--- src/hw/rtl/chacha20_stream_xor_macros.svh ---
// Assertion shorthands shared by the FIFO, core and back-end RTL files.
// Every check is sampled on the rising edge of clk and is off while rst is high.
`ifndef CHACHA20_STREAM_XOR_MACROS_SVH
`define CHACHA20_STREAM_XOR_MACROS_SVH

// Same-cycle implication
`define CC20_ASSERT(label, ante, cons, msg) \
  label: assert property (@(posedge clk) disable iff (rst) (ante) |-> (cons)) \
    else $error(msg);

// Next-cycle implication
`define CC20_ASSERT_NEXT(label, ante, cons, msg) \
  label: assert property (@(posedge clk) disable iff (rst) (ante) |=> (cons)) \
    else $error(msg);

`endif

--- src/hw/rtl/cc20_pkg.sv ---
package cc20_pkg;

  // Fixed block layout
  localparam int BLOCK_BYTES = 64;
  localparam int OFF_W       = $clog2(BLOCK_BYTES);
  localparam int NUM_WORDS   = 16;
  localparam int WIDX_W      = $clog2(NUM_WORDS);

  // Rounds: 10 double rounds, each quarter round split into two halves
  localparam int ROUND_STEPS = 40;
  localparam int STEP_W      = $clog2(ROUND_STEPS);

  // Queue between front and back
  localparam int QUEUE_DEPTH = 4;
  localparam int QPTR_W      = $clog2(QUEUE_DEPTH);
  localparam int QCNT_W      = $clog2(QUEUE_DEPTH + 1);

  localparam logic [31:0] SIGMA0    = 32'h6170_7865;
  localparam logic [31:0] SIGMA1    = 32'h3320_646e;
  localparam logic [31:0] SIGMA2    = 32'h7962_2d32;
  localparam logic [31:0] SIGMA3    = 32'h6b20_6574;
  localparam logic [31:0] FIRST_CTR = 32'd1;

  // Configuration register indexes
  localparam int CFG_IDX_W = 3;
  localparam logic [CFG_IDX_W-1:0] REG_KEY_PART_0 = 3'd0;
  localparam logic [CFG_IDX_W-1:0] REG_KEY_PART_1 = 3'd1;
  localparam logic [CFG_IDX_W-1:0] REG_KEY_PART_2 = 3'd2;
  localparam logic [CFG_IDX_W-1:0] REG_KEY_PART_3 = 3'd3;
  localparam logic [CFG_IDX_W-1:0] REG_NONCE_LOW  = 3'd4;
  localparam logic [CFG_IDX_W-1:0] REG_NONCE_HIGH = 3'd5;

  typedef logic [NUM_WORDS-1:0][31:0] block_t;

  typedef struct packed {
    logic [63:0] key_part_0;
    logic [63:0] key_part_1;
    logic [63:0] key_part_2;
    logic [63:0] key_part_3;
    logic [63:0] nonce_low;
    logic [31:0] nonce_high;
  } cfg_t;

  // One classified byte on its way from front to back
  typedef struct packed {
    logic [7:0]       data;
    logic             need;   // first byte of a fresh keystream block
    logic [31:0]      ctr;    // block counter of that block
    logic [OFF_W-1:0] off;    // byte position inside the block
  } entry_t;

  // Core status seen by the back end
  typedef struct packed {
    logic        active;  // holds or builds the block for ctr
    logic        done;    // block for ctr is final
    logic [31:0] ctr;
  } core_stat_t;

  typedef struct packed {
    logic [31:0] a;
    logic [31:0] b;
    logic [31:0] c;
    logic [31:0] d;
  } quad_t;

  // Half of a quarter round: rotations 16/12 first, 8/7 second
  function automatic quad_t qr_half(logic [31:0] a, logic [31:0] b, logic [31:0] c,
                                    logic [31:0] d, logic second);
    quad_t       q;
    logic [31:0] x;
    logic [31:0] y;
    q.a = a + b;
    x   = d ^ q.a;
    q.d = second ? {x[23:0], x[31:24]} : {x[15:0], x[31:16]};
    q.c = c + q.d;
    y   = b ^ q.c;
    q.b = second ? {y[24:0], y[31:25]} : {y[19:0], y[31:20]};
    return q;
  endfunction

  // Input state of a block
  function automatic block_t init_block(cfg_t c, logic [31:0] ctr);
    block_t s;
    s[0]  = SIGMA0;
    s[1]  = SIGMA1;
    s[2]  = SIGMA2;
    s[3]  = SIGMA3;
    s[4]  = c.key_part_0[31:0];
    s[5]  = c.key_part_0[63:32];
    s[6]  = c.key_part_1[31:0];
    s[7]  = c.key_part_1[63:32];
    s[8]  = c.key_part_2[31:0];
    s[9]  = c.key_part_2[63:32];
    s[10] = c.key_part_3[31:0];
    s[11] = c.key_part_3[63:32];
    s[12] = ctr;
    s[13] = c.nonce_low[31:0];
    s[14] = c.nonce_low[63:32];
    s[15] = c.nonce_high;
    return s;
  endfunction

endpackage

--- src/hw/rtl/cc20_front.sv ---
module cc20_front (
  input  logic             clk,
  input  logic             rst,
  input  logic             push,
  input  logic [7:0]       data_byte,
  input  logic             start_message,
  input  logic             q_full,
  output logic             q_push,
  output cc20_pkg::entry_t q_entry
);
  import cc20_pkg::*;

  logic [31:0]      counter;
  logic [OFF_W-1:0] offset;
  logic             blk_ready;

  logic [31:0]      eff_ctr;
  logic [OFF_W-1:0] eff_off;
  logic [OFF_W-1:0] off_inc;
  logic             need;

  // A start mark restarts the message before the byte is classified
  always_comb begin
    eff_ctr = start_message ? FIRST_CTR : counter;
    eff_off = start_message ? '0 : offset;
    need    = start_message ? 1'b1 : !blk_ready;
    off_inc = eff_off + 1'b1;
    q_push  = push && !q_full;
    q_entry = '{data: data_byte, need: need, ctr: eff_ctr, off: eff_off};
  end

  // Message position tracking
  always_ff @(posedge clk) begin
    if (rst) begin
      counter   <= FIRST_CTR;
      offset    <= '0;
      blk_ready <= 1'b0;
    end else if (q_push) begin
      counter   <= need ? eff_ctr + 32'd1 : eff_ctr;
      offset    <= off_inc;
      blk_ready <= (off_inc != '0);
    end
  end

endmodule

--- config.mk ---
export PLATFORM = sky130hd
export DESIGN_NAME = cc20_front
export DESIGN_NICKNAME = d
export VERILOG_FILES = /design/src/hw/rtl/chacha20_stream_xor_macros.svh /design/src/hw/rtl/cc20_pkg.sv /design/src/hw/rtl/cc20_front.sv
export SDC_FILE = /design/constraint.sdc
export NUM_CORES = 1
export LEC_CHECK = 0
export ABC_CLOCK_PERIOD_IN_PS = 3400
export CORE_UTILIZATION = 55
export CTS_BUF_LIST = sky130_fd_sc_hd__clkbuf_4 sky130_fd_sc_hd__clkbuf_8
export DETAILED_ROUTE_END_ITERATION = 6
export DONT_BUFFER_PORTS = 1
export GPL_TIMING_DRIVEN = 0
export MAX_ROUTING_LAYER = met4
export PLACE_DENSITY = 0.79
export SLEW_MARGIN = 20
export SYNTH_ARGS = -nofsm -noshare
export SYNTH_HDL_FRONTEND = slang
export SYNTH_SLANG_ARGS = --single-unit
--- constraint.sdc ---
create_clock -name clk -period 3.4 [get_ports clk]
set_clock_uncertainty 0.1 [all_clocks]
set_input_delay 0.51 -clock clk [delete_from_list [all_inputs] [get_ports clk]]
set_output_delay 0.51 -clock clk [all_outputs]
set_load 0.01 [all_outputs]
==> metrics.cfg <==
[power_and_ir_drop]
internal_power_mw=0.679
power.density_nw_per_um2=341
switchingPower_mw=0.222
p_seq_share_pct=51.7
combPwrFrac_pct=8.0
power_leakage_nw=0.941
ir_worst_vdd_uv=221
clock_power_share_pct=40.3
switching_share_pct=24.7

[detailed_routing]
vias_per_cell=6.37
vias=2409
wirelength_um=6480
antenna_left=0
first_pass_iters=5
drt_iter0_markers=236
wl_per_cell_um=17.1
drc=0

[logic_synthesis]
syn-num-nets=335
netlist_instances=319
synth_area_um2=2480
synth_cell_type_count=56
synth.most_common_cell=nand2_1
synthFlopType=dfxtp_1
async_flop_share_pct=0
yosysSeqAreaShare_pct=31.5
ys_seq_elements=39
yosys-top-cells-count=nand2_1 (43), dfxtp_1 (39), nor2_1 (31), nor2b_1 (31), a21oi_1 (16)
synth.largest_area_cell=dfxtp_1
synth.avg_cell_area_um2=7.76
synth-edff-count=0
yosys_warnings=0
yosys.area.top_type_share_pct=31.5
ys_top_cells_by_area=dfxtp_1 (32%), nor2b_1 (7.8%), nand2_1 (6.5%)

[floorplanning]
die_y_um=69.1
fp-row-count=24
core_um2=4350
die_w_um=69.1
floorplan.initialDensity_pct=56.9
ios=61
dieArea_um2=4770

[worst_setup_path]
cp_max_fo=19
cp.required_ns=3.53
worstSetupPathType=input port to register
r2r_slack_ns=0.71
cp.arrival_ns=3.06
critPathLaunchType=input port
worstSetupEndpointType=register
regToRegStartpoint=counter[1]$_SDFFE_PP0P_
rr_endpoint=counter[14]$_SDFFE_PP0P_
worstRegToRegCells=7

[clock_network]
numCtsBuffers=5
cts_tree=yes
cts_sinks=39
clk_pin_slew_ns=0.07
insertion_delay_ns=0.30
postCtsResizedCells=0
clockBufferDepth=2
cts_root_buf=clkbuf_8
htreeDepth=2

[sta]
finalCriticalPeriod_ns=2.93
rsz0062_at_grt=no
report.final.slew_viol_count=0
timing.slew.headroom_pct=61.7
hold_viol_final=0
timing.fmax_ghz=0.341
setup_viol=0
post-route-period-util_pct=86.3
totalNegativeSetupSlack_ns=0
tightest_slew_ns=0.575

[global_route]
grt_pass1_wl_um=10600
overflow=0
track_usage_pct=28.4
grt_start_max_net_pins=12
grt_pass1_vias=2191
antenna_found_initial=0

[final_layout]
fillerInstances=417
final_nets=341
area_growth_pct=6.67
drive_gt1_share_pct=11.0
fin_area_um2=2640
n_antenna_cell=0

[placement]
placed_area_um2=2540
routabilityCongestion=0.916
dp_hpwl_um=4710
port_buffers=0

[min_path]
holdPathEnd=offset[1]$_SDFFE_PP0P_
min_path_cells=2
min_from=offset[1]$_SDFFE_PP0P_
hold_path.class=register to register

[run]
maxCapViolCount=0

[outcome]
status=completed

==> area by class of cell <==
cell class | count | area (µm²) | area share (%)
flip-flops and latches | 39 | 781 | 29.6
multi-input cells | 248 | 1530 | 58.0
plain buffers | 26 | 140 | 5.31
well taps | 52 | 65.1 | 2.46
clock buffers | 8 | 104 | 3.93
inverters | 5 | 18.8 | 0.711
==> kinds of logic (layout without fill, tap and decap cells) <==
family,count (synthesis),after routing,synth area share [%]
adder cells (fa/ha/maj),3,3,1.52
AND/OR/NAND/NOR,180,180,41.2
multiplexers,2,2,0.909
AO/OA/AOI/OAI,48,48,13.0
flip-flops,39,39,31.5
XOR/XNOR,15,15,5.31
buffers and inverters,32,39,6.57
==> per-layer routing <==
layer | wire length [µm] | track usage, %
met5 | 0 | -
met3 | 583 | 9.36
met4 | 167 | 11.3
met1 | 2690 | 34.2
met2 | 3040 | 43.7
==> cells in the final DEF (no fill, tap or decap), drive strengths merged, types with 3 or more instances in the layout <==
cell type	count
or2	3
buf	14
and3	3
clkbuf	20
nor4	6
inv	5
xor2	8
nor3	6
or4	5
nand2	43
nor2	31
a31o	4
a21oi	16
xnor2	7
nand4b	3
a211oi	4
nand4	7
nor2b	32
or3	3
ha	3
o21ai	7
dfxtp	39
nand3	13
nand2b	4
and4b	4
and2	4
and2b	4
==> through the flow <==
step           cells  hold WS (ns)  worst slack [ns]  util [%]  power, mW
4_1_cts          379         0.372             0.228      60.7      0.902
3_3_place_gp     371         0.357           -0.0648      58.4      0.548
6_report         378         0.370             0.466      60.7      0.901
5_1_grt          378         0.402             0.283      60.7      0.927
2_1_floorplan    319         0.345             0.549         -      0.530
3_5_place_dp     371         0.362           -0.0733      58.4      0.549
==> registers in the layout, indices dropped and copies added, names as in the netlist <==
signal and flops:
counter 32, offset 6, blk_ready 1
==> power by group through the flow <==
stage	sequential (mW)	clock [mW]	combinational [mW]
finish	0.466	0.363	0.0724
global route	0.467	0.381	0.0788
CTS	0.466	0.364	0.0729
detailed placement	0.476	0	0.0729
global placement	0.476	0	0.0715
floorplan	0.475	0	0.0552
==> worst max-delay path, cell delays in order <==
cell and delay, ns:
buf_6 0.12, buf_2 0.24, nor2b_1 0.35, ha_1 0.23, nand3b_1 0.18, nor4_2 0.53
nand3_1 0.32, or3_1 0.42, a21oi_1 0.14
==> repair_timing <==
item,in CTS,in global routing
hold buffers,0,0
setup buffers,0,0
endpoints found under the setup margin,0,1
==> worst max path at each step <==
stage,startpoint,end,cells after the start
3_5_place_dp,start_message,counter[14]$_SDFFE_PP0P_,10
5_1_grt,start_message,counter[14]$_SDFFE_PP0P_,9
3_3_place_gp,start_message,counter[14]$_SDFFE_PP0P_,10
2_1_floorplan,start_message,counter[26]$_SDFFE_PP0P_,10
6_report,start_message,counter[14]$_SDFFE_PP0P_,9
4_1_cts,start_message,counter[14]$_SDFFE_PP0P_,10
Power figures use the tool's default switching activity.
