## src/hw/rtl/chacha20_stream_xor_macros.svh

```systemverilog
// Assertion shorthands shared by the FIFO, core and back-end RTL files.
// Every check is sampled on the rising edge of clk and is off while rst is high.
`ifndef CHACHA20_STREAM_XOR_MACROS_SVH
`define CHACHA20_STREAM_XOR_MACROS_SVH

// Same-cycle implication
`define CC20_ASSERT(label, ante, cons, msg) \
  label: assert property (@(posedge clk) disable iff (rst) (ante) |-> (cons)) \
    else $error(msg);

// Next-cycle implication
`define CC20_ASSERT_NEXT(label, ante, cons, msg) \
  label: assert property (@(posedge clk) disable iff (rst) (ante) |=> (cons)) \
    else $error(msg);

`endif

```

## src/hw/rtl/cc20_pkg.sv

```systemverilog
package cc20_pkg;

  // Fixed block layout
  localparam int BLOCK_BYTES = 64;
  localparam int OFF_W       = $clog2(BLOCK_BYTES);
  localparam int NUM_WORDS   = 16;
  localparam int WIDX_W      = $clog2(NUM_WORDS);

  // Rounds: 10 double rounds, each quarter round split into two halves
  localparam int ROUND_STEPS = 40;
  localparam int STEP_W      = $clog2(ROUND_STEPS);

  // Queue between front and back
  localparam int QUEUE_DEPTH = 4;
  localparam int QPTR_W      = $clog2(QUEUE_DEPTH);
  localparam int QCNT_W      = $clog2(QUEUE_DEPTH + 1);

  localparam logic [31:0] SIGMA0    = 32'h6170_7865;
  localparam logic [31:0] SIGMA1    = 32'h3320_646e;
  localparam logic [31:0] SIGMA2    = 32'h7962_2d32;
  localparam logic [31:0] SIGMA3    = 32'h6b20_6574;
  localparam logic [31:0] FIRST_CTR = 32'd1;

  // Configuration register indexes
  localparam int CFG_IDX_W = 3;
  localparam logic [CFG_IDX_W-1:0] REG_KEY_PART_0 = 3'd0;
  localparam logic [CFG_IDX_W-1:0] REG_KEY_PART_1 = 3'd1;
  localparam logic [CFG_IDX_W-1:0] REG_KEY_PART_2 = 3'd2;
  localparam logic [CFG_IDX_W-1:0] REG_KEY_PART_3 = 3'd3;
  localparam logic [CFG_IDX_W-1:0] REG_NONCE_LOW  = 3'd4;
  localparam logic [CFG_IDX_W-1:0] REG_NONCE_HIGH = 3'd5;

  typedef logic [NUM_WORDS-1:0][31:0] block_t;

  typedef struct packed {
    logic [63:0] key_part_0;
    logic [63:0] key_part_1;
    logic [63:0] key_part_2;
    logic [63:0] key_part_3;
    logic [63:0] nonce_low;
    logic [31:0] nonce_high;
  } cfg_t;

  // One classified byte on its way from front to back
  typedef struct packed {
    logic [7:0]       data;
    logic             need;   // first byte of a fresh keystream block
    logic [31:0]      ctr;    // block counter of that block
    logic [OFF_W-1:0] off;    // byte position inside the block
  } entry_t;

  // Core status seen by the back end
  typedef struct packed {
    logic        active;  // holds or builds the block for ctr
    logic        done;    // block for ctr is final
    logic [31:0] ctr;
  } core_stat_t;

  typedef struct packed {
    logic [31:0] a;
    logic [31:0] b;
    logic [31:0] c;
    logic [31:0] d;
  } quad_t;

  // Half of a quarter round: rotations 16/12 first, 8/7 second
  function automatic quad_t qr_half(logic [31:0] a, logic [31:0] b, logic [31:0] c,
                                    logic [31:0] d, logic second);
    quad_t       q;
    logic [31:0] x;
    logic [31:0] y;
    q.a = a + b;
    x   = d ^ q.a;
    q.d = second ? {x[23:0], x[31:24]} : {x[15:0], x[31:16]};
    q.c = c + q.d;
    y   = b ^ q.c;
    q.b = second ? {y[24:0], y[31:25]} : {y[19:0], y[31:20]};
    return q;
  endfunction

  // Input state of a block
  function automatic block_t init_block(cfg_t c, logic [31:0] ctr);
    block_t s;
    s[0]  = SIGMA0;
    s[1]  = SIGMA1;
    s[2]  = SIGMA2;
    s[3]  = SIGMA3;
    s[4]  = c.key_part_0[31:0];
    s[5]  = c.key_part_0[63:32];
    s[6]  = c.key_part_1[31:0];
    s[7]  = c.key_part_1[63:32];
    s[8]  = c.key_part_2[31:0];
    s[9]  = c.key_part_2[63:32];
    s[10] = c.key_part_3[31:0];
    s[11] = c.key_part_3[63:32];
    s[12] = ctr;
    s[13] = c.nonce_low[31:0];
    s[14] = c.nonce_low[63:32];
    s[15] = c.nonce_high;
    return s;
  endfunction

endpackage

```

## src/hw/rtl/cc20_back.sv

```systemverilog
`include "chacha20_stream_xor_macros.svh"

module cc20_back (
  input  logic                 clk,
  input  logic                 rst,
  input  logic                 head_valid,
  input  cc20_pkg::entry_t     head,
  output logic                 head_pop,
  input  cc20_pkg::core_stat_t stat,
  input  cc20_pkg::block_t     words,
  output logic                 kick,
  output logic [31:0]          kick_ctr,
  input  logic                 pop,
  output logic                 out_valid,
  output logic [7:0]           out_byte
);
  import cc20_pkg::*;

  block_t      cur;
  block_t      src;
  logic [31:0] wsel;
  logic [7:0]  ks;
  logic        out_can;
  logic        match;
  logic        fire;

  // Pick the keystream byte: a fresh block comes straight from the core
  always_comb begin
    out_can  = !out_valid || pop;
    match    = stat.active && (stat.ctr == head.ctr);
    fire     = head_valid && out_can && (!head.need || (match && stat.done));
    src      = head.need ? words : cur;
    wsel     = src[head.off[OFF_W-1:2]];
    ks       = wsel[{head.off[1:0], 3'b000} +: 8];
    head_pop = fire;
    // Start the wanted block, or prefetch the following one once taken
    kick     = (fire && head.need) || (head_valid && head.need && !match);
    kick_ctr = fire ? head.ctr + 32'd1 : head.ctr;
  end

  // Current keystream block and output byte
  always_ff @(posedge clk) begin
    if (fire && head.need) begin
      cur <= words;
    end
    if (fire) begin
      out_byte <= head.data ^ ks;
    end
  end

  always_ff @(posedge clk) begin
    if (rst) begin
      out_valid <= 1'b0;
    end else if (fire) begin
      out_valid <= 1'b1;
    end else if (pop) begin
      out_valid <= 1'b0;
    end
  end

  `CC20_ASSERT(a_need_at_block_start, head_valid && head.need, head.off == '0,
               "new block requested mid-block")

endmodule

```

## config.mk

```make
export PLATFORM = sky130hd
export DESIGN_NAME = cc20_back
export DESIGN_NICKNAME = d
export VERILOG_FILES = /design/src/hw/rtl/cc20_pkg.sv /design/src/hw/rtl/cc20_back.sv
export VERILOG_INCLUDE_DIRS = /design/src /design/src/hw/rtl
export SDC_FILE = /design/constraint.sdc
export NUM_CORES = 1
export LEC_CHECK = 0
export BUFFER_PORTS_ARGS = -buffer_cell sky130_fd_sc_hd__buf_4
export CAP_MARGIN = 20
export CELL_PAD_IN_SITES_DETAIL_PLACEMENT = 0
export CELL_PAD_IN_SITES_GLOBAL_PLACEMENT = 1
export CORE_ASPECT_RATIO = 0.6
export CORE_MARGIN = 5
export CORE_UTILIZATION = 46
export CTS_BUF_LIST = sky130_fd_sc_hd__clkbuf_4 sky130_fd_sc_hd__clkbuf_8
export DETAILED_ROUTE_END_ITERATION = 8
export PLACE_DENSITY_LB_ADDON = 0.1
export SYNTH_ARGS = -nofsm -noshare
export SYNTH_HDL_FRONTEND = slang
export SYNTH_SLANG_ARGS = --single-unit
```

## constraint.sdc

```tcl
create_clock -name clk -period 58.5 [get_ports clk]
set_input_delay 11.7 -clock clk [delete_from_list [all_inputs] [get_ports clk]]
set_output_delay 11.7 -clock clk [all_outputs]
set_load 0.05 [all_outputs]
```

==> flow_summary.json <==
{
  "finalPower_uw": 837,
  "totalWireLength_um": 84800,
  "crit_path_max_fanout": 10,
  "dpl.hpwl_um": 63400,
  "nNetsFinal": 2635,
  "vias": 17100,
  "final.setup_skew_ps": 23.0,
  "layout_worst_path_cycle_share": 0.444,
  "p_leak_uw": 0.0115,
  "syn-num-nets": 1987,
  "synth.ff_latch_count": 521,
  "synthCells": 1389,
  "viasPerCell": 6.08,
  "worst_setup_path_start_kind": "primary input",
  "drv_slew": 0,
  "clock_path_buffers": 3,
  "vdd.ir_drop.worst_uv": 21.1,
  "whs_path_depth": 2,
  "root_buffer": "clkbuf_8",
  "cts_resized": 0,
  "fillers": 4260,
  "endpoint_kind": "primary output",
  "hold-worst-slack_ps": 551,
  "synthFlopType": "edfxtp_1",
  "htreeDepth": 3,
  "ant_nets": 0,
  "cap_violations": 0,
  "grt_usage": 0.277,
  "hp-start": "out_valid",
  "cts_buffers": 80,
  "rr_worst_depth": 7,
  "reg2reg_from": "out_valid",
  "dr.pass1.iters": 5,
  "die_x_um": 312,
  "rows": 66,
  "postCtsSetupRepairBufs": 0,
  "antenna_found_initial": 23,
  "die_h_um": 191,
  "max_freq_mhz": 38.5,
  "critPathKind": "primary input to primary output",
  "drive_gt1_frac": 0.494,
  "drc": 0,
  "clkTransAtPathRegs_ps": 80,
  "required_ps": 46800,
  "clock_sinks": 521,
  "routabilityCongestion": 0.905,
  "core_um2": 54300,
  "synth_cell_types": 61,
  "cp_data_arrival_time_ps": 14280,
  "start_util": 0.465,
  "r2r_setup_slack_ps": 54560,
  "worst_pin_slew_ps": 1230,
  "syn_avg_cell_area_um2": 18.2,
  "cts_tree": "built",
  "grt_pass1_vias": 17500,
  "post-route-min-period_ps": 25980,
  "r2r-end": "cur[341]",
  "power_per_cell_area_nw_per_um2": 26.1,
  "postSynth.asyncResetShare": 0,
  "outcome": "completed",
  "grt_overflow": 0,
  "min_to": "out_valid",
  "ys_warn_count": 0,
  "min_path_type": "flop to flop",
  "grt_pass1_wl_um": 120000,
  "relSlewSlack": 0.181,
  "finalHoldViolCount": 0,
  "grt_max_degree": 186,
  "rsz0062_at_grt": "false",
  "setup_viol": 0,
  "synthesis.area_um2": 25300,
  "area_delta_synth_final_pct": 27.1,
  "avgRoutedWirePerCell_um": 30.2,
  "synth-edff-count": 520,
  "port_buffers": 639,
  "num_io_pins": 640,
  "die-area_um2": 59800,
  "fin_setup_tns_ps": 0,
  "drtIter0Drc": 1789,
  "clock_latency_ps": 650,
  "ctsHoldBuffers": 0,
  "synth_seq_area_share": 0.619
}
[cell usage in the layout (no fill, tap or decap), drive strengths merged, types with 22 or more instances in the layout]
cell type  instances
buf              665
edfxtp           520
mux4             241
clkbuf           102
xnor2             63
nand2             57
mux2i             51
nand3             51
nand4             41
nor2              35
a22oi             32
clkinv            22
[state kept, by name, indices dropped and copies added, names as in the netlist]
signal / cells
cur: 512
out_valid: 1
out_byte: 8
[synth_stat cells (10+ instances only)]
| cell type | number | area share |
|---|---|---|
| edfxtp_1 | 520 | 0.62 |
| a22oi_1 | 32 | 0.0095 |
| buf_4 | 16 | 0.0048 |
| xnor2_1 | 63 | 0.022 |
| buf_2 | 46 | 0.0091 |
| a211oi_1 | 15 | 0.0045 |
| nand3_1 | 51 | 0.010 |
| nand4_1 | 41 | 0.010 |
| nor2b_1 | 14 | 0.0035 |
| a31oi_1 | 11 | 0.0027 |
| clkbuf_1 | 24 | 0.0036 |
| a21oi_1 | 15 | 0.0030 |
| mux4_2 | 227 | 0.20 |
| nand2_1 | 57 | 0.0085 |
| mux2i_1 | 51 | 0.020 |
| mux4_1 | 14 | 0.015 |
| nor3_1 | 12 | 0.0024 |
| nor4_1 | 12 | 0.0030 |
| o21ai_0 | 10 | 0.0020 |
| nor2_1 | 35 | 0.0052 |
| and3_1 | 10 | 0.0025 |
[worst max-delay path by stage]
stage | startpoint | endpoint | slack, ps
global route | head[10] | kick_ctr[5] | 32210
global placement | head[10] | kick_ctr[8] | 32120
finish | head[10] | kick_ctr[8] | 32520
floorplan | stat[28] | cur[0] | 9510
detailed placement | head[10] | kick_ctr[8] | 32060
CTS | head[10] | kick_ctr[8] | 32050
[critical path: stages]
cell	delay, ps
buf_4	140
xnor2_1	250
nand4_1	150
nor4_2	390
a41oi_2	300
nor3b_2	460
buf_6	220
nand4_1	120
xnor2_1	280
buf_4	260
[through the flow]
step	setup WS [ps]	cell area (µm²)	instances	util
finish	32520	32100	2812	0.592
global route	32210	32100	2811	0.592
CTS	32050	32000	2793	0.590
detailed placement	32060	30600	2665	0.564
global placement	32120	30600	2664	0.564
floorplan	9510	25300	1389	-
[power breakdown]
part / switching [µW] / internal, µW
registers: 2.52 / 425
clock network: 144 / 142
logic: 62.4 / 60.9
[metal layers]
metal	routed length (µm)	up-vias	global-route usage	share of wire
met1	34600	8865	0.388	0.41
met5	81	-	0	0.00095
met3	8170	150	0.0870	0.096
li1	-	7221	-	-
met4	2400	14	0.0783	0.028
met2	39600	856	0.426	0.47
[area by class of cell]
cell class / instances / area (µm²) / share of cell area
sequential: 521 / 15600 / 0.487
timing repair buffer: 665 / 5060 / 0.158
multi-input combinational: 764 / 9050 / 0.282
clock buffer: 102 / 1280 / 0.0398
clock inverter: 26 / 134 / 0.00417
tap: 714 / 893 / 0.0278
antenna: 15 / 37.5 / 0.00117
inverter: 5 / 18.8 / 0.000585
[cells by family (layout without fill, tap and decap cells)]
| kind of cell | after synthesis | in the layout | share of synthesized area |
|---|---|---|---|
| multiplexers | 297 | 297 | 0.239 |
| XOR/XNOR | 71 | 71 | 0.0246 |
| AND/OR/NAND/NOR | 266 | 266 | 0.0559 |
| AO/OA/AOI/OAI | 129 | 129 | 0.0373 |
| adder cells (fa/ha/maj) | 1 | 1 | 0.000495 |
| buffers and inverters | 104 | 798 | 0.0231 |
| flip-flops | 521 | 521 | 0.619 |
| other | 0 | 15 | 0 |
No activity file was read; power rests on OpenSTA's default activity.
