[src/hw/rtl/chacha20_stream_xor_macros.svh]
// Assertion shorthands shared by the FIFO, core and back-end RTL files.
// Every check is sampled on the rising edge of clk and is off while rst is high.
`ifndef CHACHA20_STREAM_XOR_MACROS_SVH
`define CHACHA20_STREAM_XOR_MACROS_SVH

// Same-cycle implication
`define CC20_ASSERT(label, ante, cons, msg) \
  label: assert property (@(posedge clk) disable iff (rst) (ante) |-> (cons)) \
    else $error(msg);

// Next-cycle implication
`define CC20_ASSERT_NEXT(label, ante, cons, msg) \
  label: assert property (@(posedge clk) disable iff (rst) (ante) |=> (cons)) \
    else $error(msg);

`endif

[src/hw/rtl/cc20_pkg.sv]
package cc20_pkg;

  // Fixed block layout
  localparam int BLOCK_BYTES = 64;
  localparam int OFF_W       = $clog2(BLOCK_BYTES);
  localparam int NUM_WORDS   = 16;
  localparam int WIDX_W      = $clog2(NUM_WORDS);

  // Rounds: 10 double rounds, each quarter round split into two halves
  localparam int ROUND_STEPS = 40;
  localparam int STEP_W      = $clog2(ROUND_STEPS);

  // Queue between front and back
  localparam int QUEUE_DEPTH = 4;
  localparam int QPTR_W      = $clog2(QUEUE_DEPTH);
  localparam int QCNT_W      = $clog2(QUEUE_DEPTH + 1);

  localparam logic [31:0] SIGMA0    = 32'h6170_7865;
  localparam logic [31:0] SIGMA1    = 32'h3320_646e;
  localparam logic [31:0] SIGMA2    = 32'h7962_2d32;
  localparam logic [31:0] SIGMA3    = 32'h6b20_6574;
  localparam logic [31:0] FIRST_CTR = 32'd1;

  // Configuration register indexes
  localparam int CFG_IDX_W = 3;
  localparam logic [CFG_IDX_W-1:0] REG_KEY_PART_0 = 3'd0;
  localparam logic [CFG_IDX_W-1:0] REG_KEY_PART_1 = 3'd1;
  localparam logic [CFG_IDX_W-1:0] REG_KEY_PART_2 = 3'd2;
  localparam logic [CFG_IDX_W-1:0] REG_KEY_PART_3 = 3'd3;
  localparam logic [CFG_IDX_W-1:0] REG_NONCE_LOW  = 3'd4;
  localparam logic [CFG_IDX_W-1:0] REG_NONCE_HIGH = 3'd5;

  typedef logic [NUM_WORDS-1:0][31:0] block_t;

  typedef struct packed {
    logic [63:0] key_part_0;
    logic [63:0] key_part_1;
    logic [63:0] key_part_2;
    logic [63:0] key_part_3;
    logic [63:0] nonce_low;
    logic [31:0] nonce_high;
  } cfg_t;

  // One classified byte on its way from front to back
  typedef struct packed {
    logic [7:0]       data;
    logic             need;   // first byte of a fresh keystream block
    logic [31:0]      ctr;    // block counter of that block
    logic [OFF_W-1:0] off;    // byte position inside the block
  } entry_t;

  // Core status seen by the back end
  typedef struct packed {
    logic        active;  // holds or builds the block for ctr
    logic        done;    // block for ctr is final
    logic [31:0] ctr;
  } core_stat_t;

  typedef struct packed {
    logic [31:0] a;
    logic [31:0] b;
    logic [31:0] c;
    logic [31:0] d;
  } quad_t;

  // Half of a quarter round: rotations 16/12 first, 8/7 second
  function automatic quad_t qr_half(logic [31:0] a, logic [31:0] b, logic [31:0] c,
                                    logic [31:0] d, logic second);
    quad_t       q;
    logic [31:0] x;
    logic [31:0] y;
    q.a = a + b;
    x   = d ^ q.a;
    q.d = second ? {x[23:0], x[31:24]} : {x[15:0], x[31:16]};
    q.c = c + q.d;
    y   = b ^ q.c;
    q.b = second ? {y[24:0], y[31:25]} : {y[19:0], y[31:20]};
    return q;
  endfunction

  // Input state of a block
  function automatic block_t init_block(cfg_t c, logic [31:0] ctr);
    block_t s;
    s[0]  = SIGMA0;
    s[1]  = SIGMA1;
    s[2]  = SIGMA2;
    s[3]  = SIGMA3;
    s[4]  = c.key_part_0[31:0];
    s[5]  = c.key_part_0[63:32];
    s[6]  = c.key_part_1[31:0];
    s[7]  = c.key_part_1[63:32];
    s[8]  = c.key_part_2[31:0];
    s[9]  = c.key_part_2[63:32];
    s[10] = c.key_part_3[31:0];
    s[11] = c.key_part_3[63:32];
    s[12] = ctr;
    s[13] = c.nonce_low[31:0];
    s[14] = c.nonce_low[63:32];
    s[15] = c.nonce_high;
    return s;
  endfunction

endpackage

[src/hw/rtl/cc20_fifo.sv]
`include "chacha20_stream_xor_macros.svh"

module cc20_fifo (
  input  logic             clk,
  input  logic             rst,
  input  logic             push,
  input  cc20_pkg::entry_t din,
  output logic             full,
  input  logic             pop,
  output logic             valid,
  output cc20_pkg::entry_t dout
);
  import cc20_pkg::*;

  entry_t            mem [QUEUE_DEPTH];
  logic [QPTR_W-1:0] wr_ptr;
  logic [QPTR_W-1:0] rd_ptr;
  logic [QCNT_W-1:0] count;

  assign full  = (count == QCNT_W'(QUEUE_DEPTH));
  assign valid = (count != '0);
  assign dout  = mem[rd_ptr];

  // Storage
  always_ff @(posedge clk) begin
    if (push) begin
      mem[wr_ptr] <= din;
    end
  end

  // Pointers and fill level
  always_ff @(posedge clk) begin
    if (rst) begin
      wr_ptr <= '0;
      rd_ptr <= '0;
      count  <= '0;
    end else begin
      if (push) begin
        wr_ptr <= (wr_ptr == QPTR_W'(QUEUE_DEPTH - 1)) ? '0 : wr_ptr + 1'b1;
      end
      if (pop) begin
        rd_ptr <= (rd_ptr == QPTR_W'(QUEUE_DEPTH - 1)) ? '0 : rd_ptr + 1'b1;
      end
      if (push && !pop) begin
        count <= count + 1'b1;
      end else if (pop && !push) begin
        count <= count - 1'b1;
      end
    end
  end

  `CC20_ASSERT(a_no_overflow, push, !full, "push into full queue")
  `CC20_ASSERT(a_no_underflow, pop, valid, "pop from empty queue")
  `CC20_ASSERT_NEXT(a_count_hold, !push && !pop, count == $past(count), "queue level moved")

endmodule

[config.mk]
export PLATFORM = sky130hd
export DESIGN_NAME = cc20_fifo
export DESIGN_NICKNAME = d
export VERILOG_FILES = /design/src/hw/rtl/cc20_pkg.sv /design/src/hw/rtl/cc20_fifo.sv
export VERILOG_INCLUDE_DIRS = /design/src /design/src/hw/rtl
export SDC_FILE = /design/constraint.sdc
export NUM_CORES = 1
export LEC_CHECK = 0
export ABC_CLOCK_PERIOD_IN_PS = 5700
export BUFFER_PORTS_ARGS = -buffer_cell sky130_fd_sc_hd__buf_4
export CORE_MARGIN = 5
export CORE_UTILIZATION = 53
export CTS_BUF_LIST = sky130_fd_sc_hd__clkbuf_4 sky130_fd_sc_hd__clkbuf_8
export CTS_CLUSTER_SIZE = 14
export DETAILED_ROUTE_END_ITERATION = 10
export GPL_ROUTABILITY_DRIVEN = 0
export GPL_TIMING_DRIVEN = 0
export HOLD_SLACK_MARGIN = 0.12
export PLACE_DENSITY = 0.74
export SKIP_CTS_REPAIR_TIMING = 1
export SLEW_MARGIN = 30
export SYNTH_ARGS = -nofsm -noshare
export SYNTH_HDL_FRONTEND = slang
export SYNTH_SLANG_ARGS = --single-unit
[constraint.sdc]
create_clock -name clk -period 5.7 [get_ports clk]
set_clock_uncertainty 0.15 [all_clocks]
set_input_delay 0.855 -clock clk [delete_from_list [all_inputs] [get_ports clk]]
set_output_delay 0.855 -clock clk [all_outputs]
set_load 0.01 [all_outputs]
==> Flow_metrics.wiki, run 1 <==
{| class="wikitable"
! Metric !! Value
|-
| Outcome || complete, no violations
|-
| Leak pwr || 0.00295 uW
|-
| Int Power || 2170 uW
|-
| Multi-input gate area in the final layout || between 1000 and 1500 sq um
|-
| Max H-tree Level || 4
|-
| Boundary Pins || 100
|-
| DRT Wirelength || 12.1 mm
|-
| Post-synthesis cell type with the largest combined area || edfxtp_1
|-
| Critical Path Slowest Stage Cell || mux4_2
|-
| Clk pin slew, worst setup/hold paths || around 0.09 ns
|-
| Synthesized Nets || ~350
|-
| Count of buffering cells on the critical path with inverters included || 3
|-
| Cell area after technology mapping || 7250 sq um
|-
| Worst setup path end || dout[22]
|-
| Post-synthesis to final-layout area growth || 19.4%
|-
| Sw frac || 22.3%
|-
| Buffers from clock root to sink, at most || 2
|-
| Net load switching power || between 600 and 700 uW
|-
| Post-layout util || 64.8%
|-
| Antenna diode count || 0
|-
| Clk pwr share || between 20 and 30%
|-
| Slew of the pin with the lowest slew margin || 0.615 ns
|-
| Kind of start point of the critical path || flip-flop
|-
| Number of antenna violations at the first check in global routing || 0
|-
| Sum of negative setup slack || 0 ns
|-
| Reg-to-Reg End || mem[1][38]
|-
| Count of cells along the worst register-to-register path || 4
|-
| Overall global routing resource usage || about 16%
|-
| Combinational Power Share || between 10% and 20%
|-
| Critical path, cell by cell || buf_2 -> buf_2 -> mux4_2 -> buf_4
|-
| Fin nets || between 400 and 500
|-
| Met3 capacity usage during global routing || about 4.8%
|-
| Maximum single-stage delay on the critical path || around 0.36 ns
|-
| Nature of the critical path endpoint || output pin
|-
| Via count of the first global-routing pass || roughly 3600
|-
| Max-slew headroom at the worst pin || between 50% and 60%
|-
| Starting Density || between 50% and 60%
|-
| Register bit total from synthesis || roughly 200
|-
| Area taken by flip-flops and latches || ~5800 sq um
|-
| Sequential-to-total area share from yosys stat || 80.4%
|-
| Critical path class || reg -> out
|-
| Number of unique standard cell types used by synthesis || 19
|-
| Leading cell types by total area after synthesis || edfxtp_1 78%, mux4_2 15%, dfxtp_1 2.5%
|-
| VDD IR max || approximately 0.17 mV
|-
| Number of optimization iterations in the first detailed-route pass || 4
|-
| Most common cell in the netlist || edfxtp_1
|-
| Hold/Removal Path Class || reg -> reg
|-
| Critical-path maximum fanout || 10
|-
| Reg2Reg Setup Slack || 4.02 ns
|-
| TritonCTS clock tree || built
|-
| Hold Fails Final Rpt || 0
|-
| Count of antenna-violating nets left after detailed routing || 0
|-
| Reg-to-Reg Start || wr_ptr[1]
|-
| Post-synth EDFFs || around 190
|-
| Most congested layer reported by global routing || met2
|-
| Top cell by count, worst path || buf_2
|-
| Global-route wire length before repair || ~19 mm
|-
| Via-to-Cell Ratio || 5.41
|-
| Average cell area after synthesis || about 25 sq um
|-
| Total number of yosys warnings || 0
|-
| Top delay family on crit path || buffers and inverters
|-
| Arrival time worst endpoint || roughly 1.9 ns
|-
| Final max-slew violation count || 0
|-
| Part of the cycle the worst path needs || approximately 51%
|-
| Cell depth of the worst setup path || 4
|-
| Maximum clock rate || 0.341 GHz
|-
| Shortest clock period the worst path allows after layout || slightly below 3 ns
|-
| Clock buffer count from CTS || 17
|-
| Root buffer cell || clkbuf_8
|-
| Congestion Overflow GR || 0
|-
| Layout fillers || between 900 and 1000
|-
| Sequential share of power || 59.8%
|-
| Horiz. Die Dim || approximately 130 um
|-
| Maximum number of pins on one net before global-route repair || 35
|-
| Final setup violating endpoints || 0
|-
| Y dimension of the die || around 130 um
|-
| Met1 demand-to-capacity share in global routing || between 10% and 20%
|-
| Drt initial violations || between 200 and 250
|-
| Count of mapped cells out of synthesis || between 200 and 300
|-
| Layout cells sized above 1 || 45.5%
|-
| Row count || 42
|-
| Clock network latency to the later pin of the worst-skew pair || 0.45 ns
|-
| IO buf count || slightly below 100
|-
| Area of the die || 16100 sq um
|-
| Core area || around 13000 sq um
|-
| Setup repair after global routing missed its margin || false
|-
| Reported max-cap violation count || 0
|-
| Power per Cell Area || approximately 320 nW/um^2
|-
| Proportion of netlist area held by the largest area contributor || a little under 80%
|-
| Share of synthesized flip-flops with an asynchronous set or reset || 0%
|-
| Commonest cells in the synthesized netlist || 188 x edfxtp_1, 47 x mux4_2, 9 x dfxtp_1, 7 x nor2_1, 6 x ha_1
|-
| Top_reg_cell synth || edfxtp_1
|-
| Required time of the critical path || between 4 and 5 ns
|-
| Vias post-DR || about 3200
|-
| Met2 usage || around 27%
|-
| Clock net sink count || 197
|-
| Routed length per instance || 20.2 um
|-
| Final routed DRC violation total || 0
|-
| Post-DP HPWL || just under 8 mm
|}
-- worst min-delay path by stage --
stage | from | to | slack, ns | cells past startpoint
2_1_floorplan | count[2] | count[2] | 0.31 | 2
3_3_place_gp | count[2] | count[2] | 0.32 | 2
3_5_place_dp | count[2] | count[2] | 0.34 | 2
4_1_cts | count[2] | count[2] | 0.36 | 2
5_1_grt | count[2] | count[2] | 0.39 | 2
6_report | count[2] | count[2] | 0.36 | 2
-- sequential cells by signal, summed over array words and instances, names as in the netlist, named ones only --
register and flops:
count 3, rd_ptr 2, mem 188, wr_ptr 2
-- cell usage in the layout (no fill, tap or decap), types with 3 or more instances in the layout --
cell type    n
edfxtp_1   188
buf_4      100
mux4_2      47
clkbuf_8    17
dfxtp_1      9
buf_12       7
nor2_1       7
ha_1         6
clkinv_2     5
inv_1        4
buf_2        4
and2_4       4
mux2i_1      4
clkinv_4     3
-- power by group through the flow --
stage,Sequential (uW),Combinational (uW),Clock (uW)
floorplan,1700,168,0
detailed placement,1710,329,0
CTS,1670,331,822
global route,1680,348,890
finish,1670,322,800
global placement,1710,312,0
-- layout make-up --
type	count	share of cell area, %
inverters	4	0.173
repair buffers	103	9.51
flip-flops and latches	197	67.3
multi-input cells	78	15.2
well taps	176	2.54
clock buffers	18	2.79
plain buffers	10	1.19
clock inverters	14	1.30
-- tightest hold or removal path, cell delays in order, from the launching register on --
cell     delay, ns
dfxtp_1       0.34
o21ai_0       0.07
a21oi_1       0.06
-- stage by stage --
stage / total power [uW] / setup WS [ns] / area, sq um / instances / hold WS (ns)
floorplan: 1870 / 3.16 / 7250 / 289 / 0.305
global placement: 2020 / 2.12 / 8210 / 564 / 0.321
detailed placement: 2030 / 3.16 / 8300 / 568 / 0.337
CTS: 2830 / 2.68 / 8660 / 600 / 0.356
global route: 2920 / 2.63 / 8660 / 600 / 0.387
finish: 2790 / 2.77 / 8660 / 600 / 0.360
-- kinds of logic (layout without fill, tap and decap cells) --
kind of cell | Yosys count | count (layout) | share of synthesized area [%]
buf+inv | 14 | 149 | 1.62
simple gates | 15 | 15 | 1.09
fa+ha+maj | 7 | 7 | 1.31
mux | 51 | 51 | 15.2
flops | 197 | 197 | 80.4
xor+xnor | 2 | 2 | 0.242
compound gates | 3 | 3 | 0.207
-- metal layers --
layer | wire length [um] | share of wire, %
met5 | 0 | 0
met4 | 184 | 1.5
met3 | 684 | 5.6
met2 | 6480 | 53
met1 | 4790 | 39
Note: power is estimated with default switching activity, not from simulation.
==> inputs of run 2 (changes only) <==
--- a/config.mk
+++ b/config.mk
@@ -6,7 +6,7 @@
 export SDC_FILE = /design/constraint.sdc
 export NUM_CORES = 1
 export LEC_CHECK = 0
-export ABC_CLOCK_PERIOD_IN_PS = 5700
+export ABC_CLOCK_PERIOD_IN_PS = 2600
 export BUFFER_PORTS_ARGS = -buffer_cell sky130_fd_sc_hd__buf_4
 export CORE_MARGIN = 5
 export CORE_UTILIZATION = 53
@@ -16,7 +16,7 @@
 export GPL_ROUTABILITY_DRIVEN = 0
 export GPL_TIMING_DRIVEN = 0
 export HOLD_SLACK_MARGIN = 0.12
-export PLACE_DENSITY = 0.74
+export PLACE_DENSITY = 0.77
 export SKIP_CTS_REPAIR_TIMING = 1
 export SLEW_MARGIN = 30
 export SYNTH_ARGS = -nofsm -noshare
==> constraint.sdc (replaced) <==
create_clock -name clk -period 2.6 [get_ports clk]
set_clock_uncertainty 0.15 [all_clocks]
set_input_delay 0.39 -clock clk [delete_from_list [all_inputs] [get_ports clk]]
set_output_delay 0.39 -clock clk [all_outputs]
set_load 0.01 [all_outputs]
==> Flow_metrics.wiki, run 2 (synthesis gave the netlist of run 1 again) <==
{| class="wikitable"
! Metric !! Value
|-
| Outcome || complete, no violations (unchanged)
|-
| Layout fillers || 837 (was 947)
|-
| Drt initial violations || 206 (was 218)
|-
| Setup repair after global routing missed its margin || false (unchanged)
|-
| Sum of negative setup slack || 0 ns (unchanged)
|-
| Horiz. Die Dim || 127 um (unchanged)
|-
| Routed length per instance || 19.2 um (was 20.2 um)
|-
| Setup slack at placement || 0.513 ns (was 3.16 ns)
|-
| Max H-tree Level || 4 (unchanged)
|-
| Fin nets || 519 (was 469)
|-
| Root buffer cell || clkbuf_8 (unchanged)
|-
| Critical path class || reg -> out (unchanged)
|-
| DRT Wirelength || 12.5 mm (was 12.1 mm)
|-
| Boundary Pins || 100 (unchanged)
|-
| Kind of start point of the critical path || flip-flop (unchanged)
|-
| Overall global routing resource usage || 15.9% (was 16.0%)
|-
| Largest register by flop count || mem (unchanged)
|-
| Leading cell types in the layout, fill and taps excluded || 188 x edfxtp_1, 100 x buf_4, 50 x dlygate4sd3_1 (was 188 x edfxtp_1, 100 x buf_4, 47 x mux4_2)
|-
| Vias post-DR || 3463 (was 3243)
|-
| Hold/Removal Path Class || reg -> reg (unchanged)
|-
| Via count of the first global-routing pass || 3518 (was 3580)
|-
| Max-slew headroom at the worst pin || 56.7% (was 59.0%)
|-
| Clock buffer count from CTS || 17 (unchanged)
|-
| Leak pwr || 0.00320 uW (was 0.00295 uW)
|-
| Post-DP HPWL || 7.54 mm (was 7.69 mm)
|-
| Clock net sink count || 197 (unchanged)
|-
| Y dimension of the die || 127 um (unchanged)
|-
| Clk pin slew, worst setup/hold paths || 0.10 ns (was 0.09 ns)
|-
| Post-layout util || 69.3% (was 64.8%)
|-
| Maximum clock rate || 0.407 GHz
|-
| Power per Cell Area || 703 nW/um^2 (was 323 nW/um^2)
|-
| Buffers from clock root to sink, at most || 2 (unchanged)
|-
| Area of the die || 16100 sq um (unchanged)
|-
| Final setup violating endpoints || 0 (unchanged)
|-
| Final routed DRC violation total || 0 (unchanged)
|-
| Antenna diode count || 0 (unchanged)
|-
| Cells after DPL || 568 (unchanged)
|-
| Slew of the pin with the lowest slew margin || 0.650 ns (was 0.615 ns)
|-
| Number of antenna violations at the first check in global routing || 0 (unchanged)
|-
| IO buf count || 99 (unchanged)
|-
| VDD IR max || 0.431 mV (was 0.172 mV)
|-
| Final max-slew violation count || 0 (unchanged)
|-
| Number of optimization iterations in the first detailed-route pass || 4 (unchanged)
|-
| Clock network latency to the later pin of the worst-skew pair || 0.45 ns (about the same)
|-
| Core area || 13300 sq um (unchanged)
|-
| Arrival time worst endpoint || 1.92 ns (was 1.93 ns)
|-
| Global-route wire length before repair || 18.9 mm (about the same)
|-
| Reported max-cap violation count || 0 (unchanged)
|-
| Count of antenna-violating nets left after detailed routing || 0 (unchanged)
|-
| Critical-path maximum fanout || 10 (unchanged)
|-
| Layout cells sized above 1 || 41.1% (was 45.5%)
|-
| Congestion Overflow GR || 0 (unchanged)
|-
| Row count || 42 (unchanged)
|-
| Required time of the critical path || 2.06 ns (was 4.70 ns)
|-
| Starting Density || 54.3% (unchanged)
|-
| Part of the cycle the worst path needs || 94.6%
|-
| Number of flip-flops under the largest register name || 188 (unchanged)
|-
| Setup ws final || 0.140 ns (was 2.77 ns)
|-
| Maximum number of pins on one net before global-route repair || 32 (was 35)
|-
| Via-to-Cell Ratio || 5.33 (was 5.41)
|-
| Nature of the critical path endpoint || output pin (unchanged)
|-
| Shortest clock period the worst path allows after layout || around 2.5 ns
|-
| Post-synthesis to final-layout area growth || 27.6% (was 19.4%)
|-
| TritonCTS clock tree || built (unchanged)
|-
| Non-filler cells, final || 650 (was 600)
|-
| Most common cell after layout, fill and taps aside || edfxtp_1 (unchanged)
|-
| Largest registers || mem: 188 flops, count: 3 flops (unchanged)
|-
| Hold Fails Final Rpt || 0 (unchanged)
|}
[run 2: cell count changes in the layout (fill, tap and decap cells not counted), sizes merged]
cell	before	now
bufinv	1	3
buf	112	110
dlygate4sd3	0	50
clkbuf	19	25
clkinv	10	4
[run 2: metal layers]
| metal | track usage (%) | vias to the layer above | share of wire (%) | wire, um |
|---|---|---|---|---|
| met4 | 6.06 | 0 | 1.7 | 207 |
| met3 | 4.96 | 15 | 4.5 | 563 |
| li1 | - | 1562 | - | - |
| met1 | 20.5 | 1797 | 41 | 5150 |
| met2 | 25.7 | 89 | 53 | 6560 |
| met5 | 0 | - | 0 | 0 |
[run 2: metrics by stage]
stage	area, sq um	hold slack [ns]	total power, uW
finish	9250	0.393	6500
CTS	8740	-0.0510	6500
floorplan	7250	0.305	4100
global placement	8210	0.321	4420
global route	9250	0.439	6790
detailed placement	8300	0.368	4460
[run 2: final timing paths]
| path | cells past startpoint | from | to | slack (ns) |
|---|---|---|---|---|
| worst max register to register | 3 | wr_ptr[0] | mem[3][34] | 0.87 |
| worst max-delay path | 4 | flip-flop | dout[20] | 0.14 |
| worst min register to register | 2 | count[2] | count[2] | 0.39 |
| worst min-delay path | 2 | count[2] | count[2] | 0.39 |
[run 2: final cells by class]
| cell class | count | area [sq um] | area share [%] |
|---|---|---|---|
| plain buffers | 10 | 108 | 1.16 |
| clock buffers | 22 | 297 | 3.21 |
| clock inverters | 10 | 145 | 1.57 |
| inverters | 4 | 15.0 | 0.162 |
| multi-input cells | 78 | 1320 | 14.2 |
| flip-flops and latches | 197 | 5830 | 63.0 |
| well taps | 176 | 220 | 2.38 |
| repair buffers | 153 | 1320 | 14.3 |
[run 2: critical path, stage by stage, from the launching register on]
cell and delay (ns):
dfxtp_1 0.34, buf_2 0.27, buf_2 0.32, mux4_2 0.37, buf_4 0.17
[run 2: report_power, final]
group | total, uW | switching [uW] | leakage, uW | internal (uW)
sequential | 3670 | 40.7 | 0.00180 | 3630
clock | 2060 | 993 | 0.000219 | 1070
combinational | 768 | 345 | 0.00118 | 424
==> inputs of run 3 (changes only) <==
--- a/config.mk
+++ b/config.mk
@@ -6,7 +6,7 @@
 export SDC_FILE = /design/constraint.sdc
 export NUM_CORES = 1
 export LEC_CHECK = 0
-export ABC_CLOCK_PERIOD_IN_PS = 2600
+export ABC_CLOCK_PERIOD_IN_PS = 2500
 export BUFFER_PORTS_ARGS = -buffer_cell sky130_fd_sc_hd__buf_4
 export CORE_MARGIN = 5
 export CORE_UTILIZATION = 53
@@ -16,7 +16,7 @@
 export GPL_ROUTABILITY_DRIVEN = 0
 export GPL_TIMING_DRIVEN = 0
 export HOLD_SLACK_MARGIN = 0.12
-export PLACE_DENSITY = 0.77
+export PLACE_DENSITY = 0.74
 export SKIP_CTS_REPAIR_TIMING = 1
 export SLEW_MARGIN = 30
 export SYNTH_ARGS = -nofsm -noshare
==> constraint.sdc (replaced) <==
create_clock -name clk -period 2.5 [get_ports clk]
set_clock_uncertainty 0.15 [all_clocks]
set_input_delay 0.375 -clock clk [delete_from_list [all_inputs] [get_ports clk]]
set_output_delay 0.375 -clock clk [all_outputs]
set_load 0.01 [all_outputs]
==> Flow_metrics.wiki, run 3 (synthesis gave the netlist of run 1 again) <==
{| class="wikitable"
! Metric !! Value
|-
| Nature of the critical path endpoint || output pin (unchanged)
|-
| Final routed DRC violation total || 0 (unchanged)
|-
| Critical path, cell by cell || clkbuf_1 -> mux4_2 -> buf_4 (was buf_2 -> buf_2 -> mux4_2 -> buf_4)
|-
| Horiz. Die Dim || 127 um (unchanged)
|-
| Maximum single-stage delay on the critical path || 0.50 ns (was 0.37 ns)
|-
| Row count || 42 (unchanged)
|-
| Hold slack || 0.150 ns (was 0.393 ns)
|-
| Via count of the first global-routing pass || 3580 (was 3518)
|-
| Root buffer cell || clkbuf_8 (unchanged)
|-
| Count of buffering cells on the critical path with inverters included || 2 (was 3)
|-
| Antenna diode count || 0 (unchanged)
|-
| Starting Density || 54.3% (unchanged)
|-
| Setup repair after global routing missed its margin || false (unchanged)
|-
| Largest register by flop count || mem (unchanged)
|-
| Leading cell types in the layout, fill and taps excluded || 188 x edfxtp_1, 100 x buf_4, 49 x dlygate4sd3_1 (was 188 x edfxtp_1, 100 x buf_4, 50 x dlygate4sd3_1)
|-
| Net load switching power || 1430 uW (was 1380 uW)
|-
| Hold/Removal Path Class || in -> reg (was reg -> reg)
|-
| Maximum clock rate || between 0.4 and 0.5 GHz
|-
| Combinational Power Share || 12.5% (was 11.8%)
|-
| Clock buffer count from CTS || 17 (unchanged)
|-
| Via-to-Cell Ratio || 5.27 (was 5.33)
|-
| Max-slew headroom at the worst pin || 57.9% (was 56.7%)
|-
| Core area || 13300 sq um (unchanged)
|-
| Layout cells sized above 1 || 41.0% (was 41.1%)
|-
| Reg2Reg Setup Slack || 0.81 ns (was 0.87 ns)
|-
| Buffers from clock root to sink, at most || 2 (unchanged)
|-
| Boundary Pins || 100 (unchanged)
|-
| Drt initial violations || 229 (was 206)
|-
| Number of flip-flops under the largest register name || 188 (unchanged)
|-
| Required time of the critical path || 1.98 ns (was 2.06 ns)
|-
| Top delay family on crit path || buffers and inverters (unchanged)
|-
| Worst Hold Path Cells || 3 (was 2)
|-
| Final max-slew violation count || 0 (unchanged)
|-
| Outcome || complete, no violations (unchanged)
|-
| Maximum number of pins on one net before global-route repair || 35 (was 32)
|-
| Post-DP HPWL || 7.69 mm (was 7.54 mm)
|-
| Reported max-cap violation count || 0 (unchanged)
|-
| Congestion Overflow GR || 0 (unchanged)
|-
| Critical path class || reg -> out (unchanged)
|-
| Most common cell after layout, fill and taps aside || edfxtp_1 (unchanged)
|-
| Count of antenna-violating nets left after detailed routing || 0 (unchanged)
|-
| Shortest clock period the worst path allows after layout || about 2.4 ns
|-
| Max H-tree Level || 4 (unchanged)
|-
| Sequential share of power || 59.2% (was 56.4%)
|-
| Overall global routing resource usage || 16.0% (was 15.9%)
|-
| Int Power || 5000 uW (was 5120 uW)
|-
| IO buf count || 99 (unchanged)
|-
| Area of the die || 16100 sq um (unchanged)
|-
| Count of cells along the worst register-to-register path || 4 (was 3)
|-
| Clock network latency to the later pin of the worst-skew pair || 0.46 ns (was 0.45 ns)
|-
| Hold Fails Final Rpt || 0 (unchanged)
|-
| Power per Cell Area || 702 nW/um^2 (was 703 nW/um^2)
|-
| Arrival time worst endpoint || 1.88 ns (was 1.92 ns)
|-
| Final setup violating endpoints || 0 (unchanged)
|-
| Global-route wire length before repair || 18.9 mm (about the same)
|-
| Kind of start point of the critical path || flip-flop (unchanged)
|-
| Critical-path maximum fanout || 10 (unchanged)
|-
| Y dimension of the die || 127 um (unchanged)
|-
| Summed area of non-filler cells in the final layout || 9170 sq um (was 9250 sq um)
|-
| Part of the cycle the worst path needs || a little over nine tenths
|-
| Routed length per instance || 19.4 um (was 19.2 um)
|-
| Clock net sink count || 197 (unchanged)
|-
| TritonCTS clock tree || built (unchanged)
|-
| Cell depth of the worst setup path || 3 (was 4)
|-
| Largest registers || mem: 188 flops, count: 3 flops (unchanged)
|-
| Cell area after placement || 8300 sq um (unchanged)
|-
| Post-synthesis to final-layout area growth || 26.5% (was 27.6%)
|-
| Critical Path Slowest Stage Cell || clkbuf_1 (was mux4_2)
|-
| VDD IR max || 0.393 mV (was 0.431 mV)
|-
| Number of optimization iterations in the first detailed-route pass || 4 (unchanged)
|-
| Clk pin slew, worst setup/hold paths || 0.09 ns (was 0.10 ns)
|-
| Fin nets || 518 (was 519)
|-
| Clk pwr share || 28.3% (was 31.8%)
|-
| Number of antenna violations at the first check in global routing || 0 (unchanged)
|-
| Vias post-DR || 3418 (was 3463)
|-
| Leak pwr || 0.00316 uW (was 0.00320 uW)
|-
| DRT Wirelength || 12.6 mm (was 12.5 mm)
|-
| Slew of the pin with the lowest slew margin || 0.632 ns (was 0.650 ns)
|-
| Sw frac || 22.3% (was 21.2%)
|}
[run 3: changes by cell type in the layout (fill, tap and decap cells not counted), sizes merged]
cell	previous run	this run
buf	110	108
bufinv	3	1
dlygate4sd3	50	49
clkbuf	25	23
clkinv	4	10
[run 3: cell type report]
class | instances | area, sq um
inverter | 4 | 15.0
clock inverter | 14 | 113
clock buffer | 18 | 241
buffer | 10 | 121
tap | 176 | 220
fill | 892 | 4180
sequential | 197 | 5830
timing repair buffer | 152 | 1310
multi-input combinational | 78 | 1320
[run 3: tightest hold or removal path, stage by stage]
cell and delay, ns:
buf_4 0.10, mux2i_1 0.07, nor2_1 0.16
[run 3: routing by layer]
layer | vias up | track usage [%] | part of all wire, %
met2 | 92 | 26.9 | 54
met1 | 1754 | 19.5 | 40
met3 | 16 | 4.83 | 5.1
li1 | 1556 | - | -
met5 | - | 0 | 0
met4 | 0 | 6.25 | 1.3
[run 3: worst paths after layout]
path	startpoint	to
max reg2reg	wr_ptr[1]	mem[1][16]
min	pop	rd_ptr[1]
min reg2reg	count[2]	count[2]
max	flip-flop	dout[36]
[run 3: per-stage QoR]
step	total power, uW	setup TNS (ns)	cells	utilization [%]	setup WS (ns)
finish	6440	0	649	68.7	0.0967
global route	6720	0	649	68.7	0.000322
CTS	6440	-0.190	600	64.8	-0.0412
detailed placement	4640	0	568	62.2	0.438
global placement	4600	-112.99	564	61.5	-0.622
floorplan	4260	0	289	-	0.266
[run 3: power by group through the flow]
stage / Sequential, uW / Clock (uW) / Combinational, uW
4_1_cts: 3810 / 1870 / 755
3_5_place_dp: 3890 / 0 / 750
3_3_place_gp: 3890 / 0 / 712
6_report: 3810 / 1820 / 804
5_1_grt: 3830 / 2030 / 866
2_1_floorplan: 3880 / 0 / 384
